$ cat src/rtl/dsms_pkg.sv
// shared types, constants and helpers for the dual stepper move sequencer
// no dependencies
package dsms_pkg;

    localparam int COUNT_BITS       = 16;
    localparam int TICKS_AT_ONE_RPM = 29297;

    localparam int CMD_W    = 2;
    localparam int STEP_W   = 16;
    localparam int RPM_W    = 8;
    localparam int PINS_W   = 8;
    localparam int PERIOD_W = 15;
    localparam int MAG_W    = STEP_W + 1;

    localparam int DIV_W  = $clog2(TICKS_AT_ONE_RPM + 1);
    localparam int CNT_W  = $clog2(DIV_W + 1);
    localparam int QX_W   = (DIV_W > PERIOD_W) ? DIV_W : PERIOD_W;
    localparam int SX_W   = (MAG_W > COUNT_BITS) ? MAG_W : COUNT_BITS;

    localparam logic [DIV_W-1:0]      DIVIDEND   = DIV_W'(TICKS_AT_ONE_RPM);
    localparam logic [PERIOD_W-1:0]   PERIOD_MAX = '1;
    localparam logic [COUNT_BITS-1:0] COUNT_MAX  = '1;

    typedef enum logic [CMD_W-1:0] {
        CMD_TICK  = 2'd0,
        CMD_START = 2'd1,
        CMD_STOP  = 2'd2
    } cmd_t;

    typedef struct packed {
        logic                     apply;
        cmd_t                     cmd;
        logic                     motion;
        logic signed [STEP_W-1:0] step_count;
    } core_op_t;

    typedef struct packed {
        logic [PINS_W-1:0] pins;
        logic              busy;
        logic              strobe;
    } core_res_t;

    // coil index per pin for straight fwd, turn fwd, straight rev, turn rev
    localparam logic [1:0] PIN_COIL [4][PINS_W] = '{
        '{2'd3, 2'd2, 2'd1, 2'd0, 2'd0, 2'd1, 2'd2, 2'd3},
        '{2'd0, 2'd1, 2'd2, 2'd3, 2'd0, 2'd1, 2'd2, 2'd3},
        '{2'd0, 2'd1, 2'd2, 2'd3, 2'd3, 2'd2, 2'd1, 2'd0},
        '{2'd3, 2'd2, 2'd1, 2'd0, 2'd3, 2'd2, 2'd1, 2'd0}
    };

    function automatic logic [PINS_W-1:0] pin_map(input logic [3:0] coils,
                                                  input logic [1:0] kind);
        logic [PINS_W-1:0] pins;
        pins = '0;
        for (int i = 0; i < PINS_W; i++) begin
            pins[i] = coils[PIN_COIL[kind][i]];
        end
        return pins;
    endfunction

endpackage

$ cat src/rtl/dsms_div.sv
// restoring divider, one quotient bit per cycle: step period from rpm
// depends on dsms_pkg
module dsms_div import dsms_pkg::*; (
    input  logic              aclk,
    input  logic              aresetn,
    input  logic              start,
    input  logic [RPM_W-1:0]  rpm,
    output logic              busy,
    output logic              done,
    output logic [DIV_W-1:0]  quotient
);

    logic              busy_reg, busy_next;
    logic              done_reg, done_next;
    logic [CNT_W-1:0]  cnt_reg, cnt_next;
    logic [RPM_W-1:0]  rem_reg, rem_next;
    logic [RPM_W-1:0]  dvsr_reg, dvsr_next;
    logic [DIV_W-1:0]  q_reg, q_next;
    logic [RPM_W:0]    trial;
    logic [RPM_W:0]    diff;

    always_ff @(posedge aclk) begin
        if (!aresetn) begin
            busy_reg <= 1'b0;
            done_reg <= 1'b0;
            cnt_reg  <= '0;
        end else begin
            busy_reg <= busy_next;
            done_reg <= done_next;
            cnt_reg  <= cnt_next;
        end
        rem_reg  <= rem_next;
        dvsr_reg <= dvsr_next;
        q_reg    <= q_next;
    end

    always_comb begin
        busy_next = busy_reg;
        done_next = 1'b0;
        cnt_next  = cnt_reg;
        rem_next  = rem_reg;
        dvsr_next = dvsr_reg;
        q_next    = q_reg;
        trial     = {rem_reg, q_reg[DIV_W-1]};
        diff      = trial - {1'b0, dvsr_reg};
        if (start) begin
            busy_next = 1'b1;
            cnt_next  = CNT_W'(DIV_W - 1);
            rem_next  = '0;
            dvsr_next = (rpm == '0) ? RPM_W'(1) : rpm;
            q_next    = DIVIDEND;
        end else if (busy_reg) begin
            if (trial >= {1'b0, dvsr_reg}) begin
                rem_next = diff[RPM_W-1:0];
                q_next   = {q_reg[DIV_W-2:0], 1'b1};
            end else begin
                rem_next = trial[RPM_W-1:0];
                q_next   = {q_reg[DIV_W-2:0], 1'b0};
            end
            if (cnt_reg == '0) begin
                busy_next = 1'b0;
                done_next = 1'b1;
            end else begin
                cnt_next = cnt_reg - CNT_W'(1);
            end
        end
    end

    assign busy     = busy_reg;
    assign done     = done_reg;
    assign quotient = q_reg;

endmodule

$ cat src/rtl/dsms_core.sv
// move state: step counter, tick countdown, phase and coil pattern to pins
// depends on dsms_pkg
module dsms_core import dsms_pkg::*; (
    input  logic              aclk,
    input  logic              aresetn,
    input  logic              step_mode,
    input  core_op_t          op,
    input  logic [DIV_W-1:0]  quotient,
    output core_res_t         res
);

    logic [COUNT_BITS-1:0] steps_reg, steps_next;
    logic [1:0]            phase_reg, phase_next;
    logic [PERIOD_W-1:0]   cd_reg, cd_next;
    logic [PERIOD_W-1:0]   period_reg, period_next;
    logic [1:0]            kind_reg, kind_next;
    logic [PINS_W-1:0]     pins_reg, pins_next;

    logic                  do_step;
    logic [PERIOD_W-1:0]   cd_dec;
    logic                  reverse;
    logic [MAG_W-1:0]      mag;
    logic [SX_W-1:0]       mag_ext;
    logic [COUNT_BITS-1:0] steps_sat;
    logic [QX_W-1:0]       q_ext;
    logic [PERIOD_W-1:0]   period_sat;
    logic [3:0]            coils;

    always_ff @(posedge aclk) begin
        if (!aresetn) begin
            steps_reg  <= '0;
            phase_reg  <= '0;
            cd_reg     <= '0;
            period_reg <= '0;
            kind_reg   <= '0;
            pins_reg   <= '0;
        end else if (op.apply) begin
            steps_reg  <= steps_next;
            phase_reg  <= phase_next;
            cd_reg     <= cd_next;
            period_reg <= period_next;
            kind_reg   <= kind_next;
            pins_reg   <= pins_next;
        end
    end

    always_comb begin
        reverse    = op.step_count[STEP_W-1];
        mag        = reverse ? (MAG_W'(1 << STEP_W) - {1'b0, op.step_count})
                             : {1'b0, op.step_count};
        mag_ext    = SX_W'(mag);
        steps_sat  = (mag_ext > SX_W'(COUNT_MAX)) ? COUNT_MAX
                                                  : mag_ext[COUNT_BITS-1:0];
        q_ext      = QX_W'(quotient);
        period_sat = (q_ext > QX_W'(PERIOD_MAX)) ? PERIOD_MAX
                                                 : q_ext[PERIOD_W-1:0];
        cd_dec     = (cd_reg != '0) ? (cd_reg - PERIOD_W'(1)) : cd_reg;

        steps_next  = steps_reg;
        phase_next  = phase_reg;
        cd_next     = cd_reg;
        period_next = period_reg;
        kind_next   = kind_reg;
        pins_next   = pins_reg;
        do_step     = 1'b0;

        unique case (op.cmd)
            CMD_TICK: begin
                cd_next = cd_dec;
                do_step = (cd_dec == '0) && (steps_reg != '0);
            end
            CMD_START: begin
                period_next = period_sat;
                steps_next  = steps_sat;
                kind_next   = {reverse, op.motion};
                phase_next  = '0;
                cd_next     = '0;
                do_step     = (steps_sat != '0);
            end
            CMD_STOP: begin
                pins_next  = '0;
                steps_next = '0;
                cd_next    = '0;
            end
            default: begin
            end
        endcase

        coils = '0;
        if (do_step) begin
            phase_next = phase_next + 2'd1;
            coils      = 4'b0001 << phase_next;
            if (step_mode) begin
                coils = coils | (4'b0001 << (phase_next + 2'd1));
            end
            pins_next  = pin_map(coils, kind_next);
            steps_next = steps_next - COUNT_BITS'(1);
            cd_next    = period_next;
        end

        res.pins   = pins_next;
        res.busy   = (steps_next != '0) || (cd_next != '0);
        res.strobe = do_step;
    end

endmodule

$ cat src/rtl/dual_stepper_move_sequencer_unit.sv
// top level of the dual stepper move sequencer: handshakes, result register
// depends on dsms_pkg, dsms_div, dsms_core
//
// Every accepted word gives one result word. Tick, stop and unused command
// words are applied when accepted, so a tick can be accepted every clock
// while the result slot drains. A start word keeps the input stalled while
// the step period, the tick constant divided by rpm, is formed by a
// restoring divider one quotient bit per cycle and the move is then
// loaded, with its first step made if it has any steps.
// step_mode is sampled at every step and should be written only while idle.
module dual_stepper_move_sequencer_unit import dsms_pkg::*; (
    input  logic                     aclk,
    input  logic                     aresetn,
    input  logic                     cfg_we,
    input  logic                     cfg_wdata,
    input  logic                     s_valid,
    output logic                     s_ready,
    input  logic [CMD_W-1:0]         s_command,
    input  logic                     s_motion,
    input  logic signed [STEP_W-1:0] s_step_count,
    input  logic [RPM_W-1:0]         s_speed_rpm,
    output logic                     m_valid,
    input  logic                     m_ready,
    output logic [PINS_W-1:0]        m_coil_pins,
    output logic                     m_busy_res,
    output logic                     m_step_strobe
);

    logic                     step_mode_reg;
    logic                     m_valid_reg;
    logic [PINS_W-1:0]        pins_reg;
    logic                     busy_reg;
    logic                     strobe_reg;
    logic                     motion_reg;
    logic signed [STEP_W-1:0] count_reg;

    logic                     accept;
    logic                     is_start;
    logic                     div_busy;
    logic                     div_done;
    logic [DIV_W-1:0]         quotient;
    core_op_t                 op;
    core_res_t                res;

    assign s_ready  = !div_busy && !div_done && (!m_valid_reg || m_ready);
    assign accept   = s_valid && s_ready;
    assign is_start = (cmd_t'(s_command) == CMD_START);

    always_comb begin
        if (div_done) begin
            op.apply      = 1'b1;
            op.cmd        = CMD_START;
            op.motion     = motion_reg;
            op.step_count = count_reg;
        end else begin
            op.apply      = accept && !is_start;
            op.cmd        = cmd_t'(s_command);
            op.motion     = s_motion;
            op.step_count = s_step_count;
        end
    end

    always_ff @(posedge aclk) begin
        if (!aresetn) begin
            step_mode_reg <= 1'b0;
            m_valid_reg   <= 1'b0;
        end else begin
            if (cfg_we) begin
                step_mode_reg <= cfg_wdata;
            end
            if (op.apply) begin
                m_valid_reg <= 1'b1;
            end else if (m_ready) begin
                m_valid_reg <= 1'b0;
            end
        end
        if (op.apply) begin
            pins_reg   <= res.pins;
            busy_reg   <= res.busy;
            strobe_reg <= res.strobe;
        end
        if (accept && is_start) begin
            motion_reg <= s_motion;
            count_reg  <= s_step_count;
        end
    end

    dsms_div u_div (
        .aclk     (aclk),
        .aresetn  (aresetn),
        .start    (accept && is_start),
        .rpm      (s_speed_rpm),
        .busy     (div_busy),
        .done     (div_done),
        .quotient (quotient)
    );

    dsms_core u_core (
        .aclk      (aclk),
        .aresetn   (aresetn),
        .step_mode (step_mode_reg),
        .op        (op),
        .quotient  (quotient),
        .res       (res)
    );

    assign m_valid       = m_valid_reg;
    assign m_coil_pins   = pins_reg;
    assign m_busy_res    = busy_reg;
    assign m_step_strobe = strobe_reg;

endmodule
$ cat config.mk
export PLATFORM = sky130hd
export DESIGN_NAME = dual_stepper_move_sequencer_unit
export DESIGN_NICKNAME = d
export VERILOG_FILES = /design/src/rtl/dsms_pkg.sv /design/src/rtl/dsms_div.sv /design/src/rtl/dsms_core.sv /design/src/rtl/dual_stepper_move_sequencer_unit.sv
export SDC_FILE = /design/constraint.sdc
export NUM_CORES = 1
export LEC_CHECK = 0
export ABC_AREA = 1
export BUFFER_PORTS_ARGS = -buffer_cell sky130_fd_sc_hd__buf_4
export CAP_MARGIN = 15
export CORE_MARGIN = 10
export CORE_UTILIZATION = 31
export CTS_CLUSTER_SIZE = 8
export DETAILED_ROUTE_END_ITERATION = 12
export SYNTH_ARGS = -nofsm -noshare
export SYNTH_HDL_FRONTEND = slang
export SYNTH_SLANG_ARGS = --single-unit
$ cat constraint.sdc
create_clock -name aclk -period 9.2 [get_ports aclk]
set_input_delay 0.46 -clock aclk [delete_from_list [all_inputs] [get_ports aclk]]
set_output_delay 0.46 -clock aclk [all_outputs]
set_load 0.02 [all_outputs]
==> run_results.csv <==
group,metric,value,unit
sta,relSlewSlack,35.3,%
sta,slew_violations,0,
route,vias,7121,
sta,fmax,207,MHz
clock_network,clk_latency,420,ps
route,drtPass1Iterations,4,
floorplanning,initial_utilization,31.7,%
power_and_ir_drop,power_leakage,0.00447,uW
route,drtAntennaViolNets,0,
floorplanning,chipWidth,181,um
global_routing,grt_pass1_vias,7031,
logic_synthesis,yosysSeqAreaShare,35.3,%
floorplanning,num_rows,58,
logic_synthesis,ys_ff_latch,124,
power_and_ir_drop,intPower,1280,uW
power_and_ir_drop,p_sw_share,32.8,%
route,wirelength,19400,um
clock_network,cts.sinks,124,
sta,fin_setup_tns,0,ps
logic_synthesis,synth_cells,1179,
global_routing,grt_util_all_layers,12.1,%
sta,period_needed,4830,ps
critical_path,crit_required,9350,ps
job,maxCapViolations,0,
finish,final_cell_mix,"355 x nand2_1, 164 x inv_1, 91 x nor2_1",
logic_synthesis,async_flop_share,0,%
logic_synthesis,yosys-top-cells-area,"dfxtp_1 22%, nand2_1 17%, edfxtp_1 13%",
sta,hold_viol_final,0,
power_and_ir_drop,clockPowerShare,38.1,%
placement,placed_area,0.00853,mm^2
floorplanning,io_pins,45,
finish,design_area,0.00916,mm^2
route,vias_per_cell,4.64,
clock_network,cts-buffers-inserted,17,
global_routing,gr-usage-met3,2.34,%
logic_synthesis,yosys.area.top_type,"dfxtp_1",
outcome,status,"finished clean",
clock_network,cts.path.max_buffers,2,
critical_path,crit_chain,"buf_4 > nor2_1 > inv_1 > ha_1 > inv_1 > nor2_1 > o211ai_1 > o21ai_0 > inv_1 > ha_1 > nand4_1 > inv_1 > nand3_1 > nor2_1 > nand2_1 > nand2_1 > nand2_1 > nand2_1 > nor2_1 > nand2_1 > nor2_1 > nand3_1",
critical_path,crit_path_end_kind,"flip-flop",
power_and_ir_drop,power_frac_seq,35.6,%
clock_network,cts_tree,"built",
critical_path,critPathBufInv,5,
hold_path,min-delay-start,"s_speed_rpm[3]",
finish,nFillCells,2620,
clock_network,cts_setup_buffers,0,
critical_path,crit_fanout,31,
logic_synthesis,syn_nets,1234,
critical_path,crit_arrival,4980,ps
finish,final_common_cell,"nand2_1",
floorplanning,core,0.0253,mm^2
logic_synthesis,avgSynthCellArea,6.81,um^2
finish,diodes,0,
logic_synthesis,synth.top_cell.area_share,22.2,%
critical_path,slowest_delay,800,ps
placement,place.gp.congestion,0.848,
critical_path,cp-start-kind,"flip-flop",
logic_synthesis,ys_warn_count,0,
global_routing,use_met1,14.6,%
route,wl_per_cell,12.7,um
clock_network,htreeDepth,4,
critical_path,rr_startpoint,"u_div.done",
logic_synthesis,synth_edf_count,35,
route,drtIter0Drc,432,
sta,skew,7.91,ps
clock_network,hold_buffers,0,
placement,hpwl,14100,um
clock_network,post_cts_resized,0,
clock_network,cts_root_buffer,"clkbuf_16",
global_routing,grt_use_met2,21.0,%
sta,rsz0062_at_grt,"false",
critical_path,cp_top_family,"simple AND/OR/NAND/NOR gates",
finish,nets,1246,
clock_network,clk_pin_slew,60,ps
sta,tightestPinTransition,971,ps
power_and_ir_drop,ir_drop,0.136,mV
placement,io_buffer_count,44,
critical_path,crit_start,"u_div.done",
global_routing,busiest_layer,"met2",
sta,setup-violations-final,0,
global_routing,grt_max_degree,61,
logic_synthesis,synth_flop_cell,"dfxtp_1",
route,drc,0,
sta,fin_crit_sh,52.5,%
critical_path,worstSetupPathType,"flip-flop to flip-flop",
floorplanning,fp.dieH,181,um
logic_synthesis,ys_types,46,
finish,area_delta_synth_final,14.2,%
critical_path,cp_slowest_cell,"ha_1",
power_and_ir_drop,power_density,207,mW/mm^2
power_and_ir_drop,power.switching,624,uW
power_and_ir_drop,p_comb_share,26.3,%
finish,final_util,36.2,%
finish,drive_gt1_share,9.63,%
hold_path,worst_hold_path_type,"input port to flip-flop",
global_routing,grt_remaining_overflow,0,
global_routing,grt_pass1_wl,33700,um
global_routing,antenna_found_initial,0,
floorplanning,dieArea,0.0327,mm^2
logic_synthesis,synth_area,0.00802,mm^2
## synth_stat cells, types with 3 or more instances
library cell  number
buf_2              3
o21ai_1            6
o21ai_2            3
o211ai_1          28
nand3_1           58
o21ai_0           77
xnor2_1            6
nor2_2             5
nand2_2            7
xor2_1            22
ha_1              21
nor2_1            91
inv_1            164
edfxtp_1          35
dfxtp_1           89
a21oi_1           51
o21bai_1          22
buf_1              4
o31ai_2            8
buf_6              9
nand2_1          356
nand4_1            9
clkbuf_1          39
o22ai_1           10
nand3b_1           6
nor4_1             5
mux2i_1           14
nor3_1             7
## cells by family (layout without fill, tap and decap cells)
kind of cell,after synthesis,count (layout),share of synthesized area [%]
adder cells (fa/ha/maj),22,22,3.52
flip-flops,124,124,35.3
multiplexers,14,14,1.75
AND/OR/NAND/NOR,551,551,28.4
XOR/XNOR,28,28,3.06
AO/OA/AOI/OAI,214,214,16.3
buffers and inverters,226,251,11.6
## routing by layer
layer / vias to the layer above / share of wire, % / wire length [um]
met3: 15 / 2.9 / 567
met5: - / 0 / 0
li1: 3816 / - / -
met1: 3196 / 46 / 8950
met4: 0 / 1.2 / 241
met2: 94 / 50 / 9680
## power groups by stage
stage               Combinational, uW  Sequential [uW]  Clock [uW]
floorplan                         395              678           0
global placement                  493              689           0
detailed placement                500              688           0
CTS                               503              677         736
global route                      584              685         761
finish                            500              677         723
## layout make-up
type	count	area [um^2]	area share [%]
clock inverters	12	156	1.71
well taps	330	413	4.51
multi-input cells	829	4270	46.6
flip-flops and latches	124	2830	30.9
inverters	169	639	6.98
clock buffers	20	479	5.23
repair buffers	50	375	4.10
## worst paths after layout
| kind | to | slack (ps) | depth (start not counted) |
|---|---|---|---|
| worst min-delay path | u_div.dvsr_reg[3] | 220 | 1 |
| worst max-delay path | m_busy_res | 4370 | 22 |
| worst min register to register | u_core.kind_reg[0] | 450 | 2 |
| worst max register to register | m_busy_res | 4370 | 22 |
## stage by stage
stage / setup WS [ps] / instances / hold slack, ps / power [uW]
after floorplan: 5430 / 1179 / 425 / 1070
after global placement: 4400 / 1502 / 435 / 1180
after detailed placement: 4250 / 1502 / 445 / 1190
after CTS: 4410 / 1534 / 211 / 1920
after global routing: 3740 / 1534 / 205 / 2030
final: 4370 / 1534 / 225 / 1900
(Power assumes the default switching activity.)
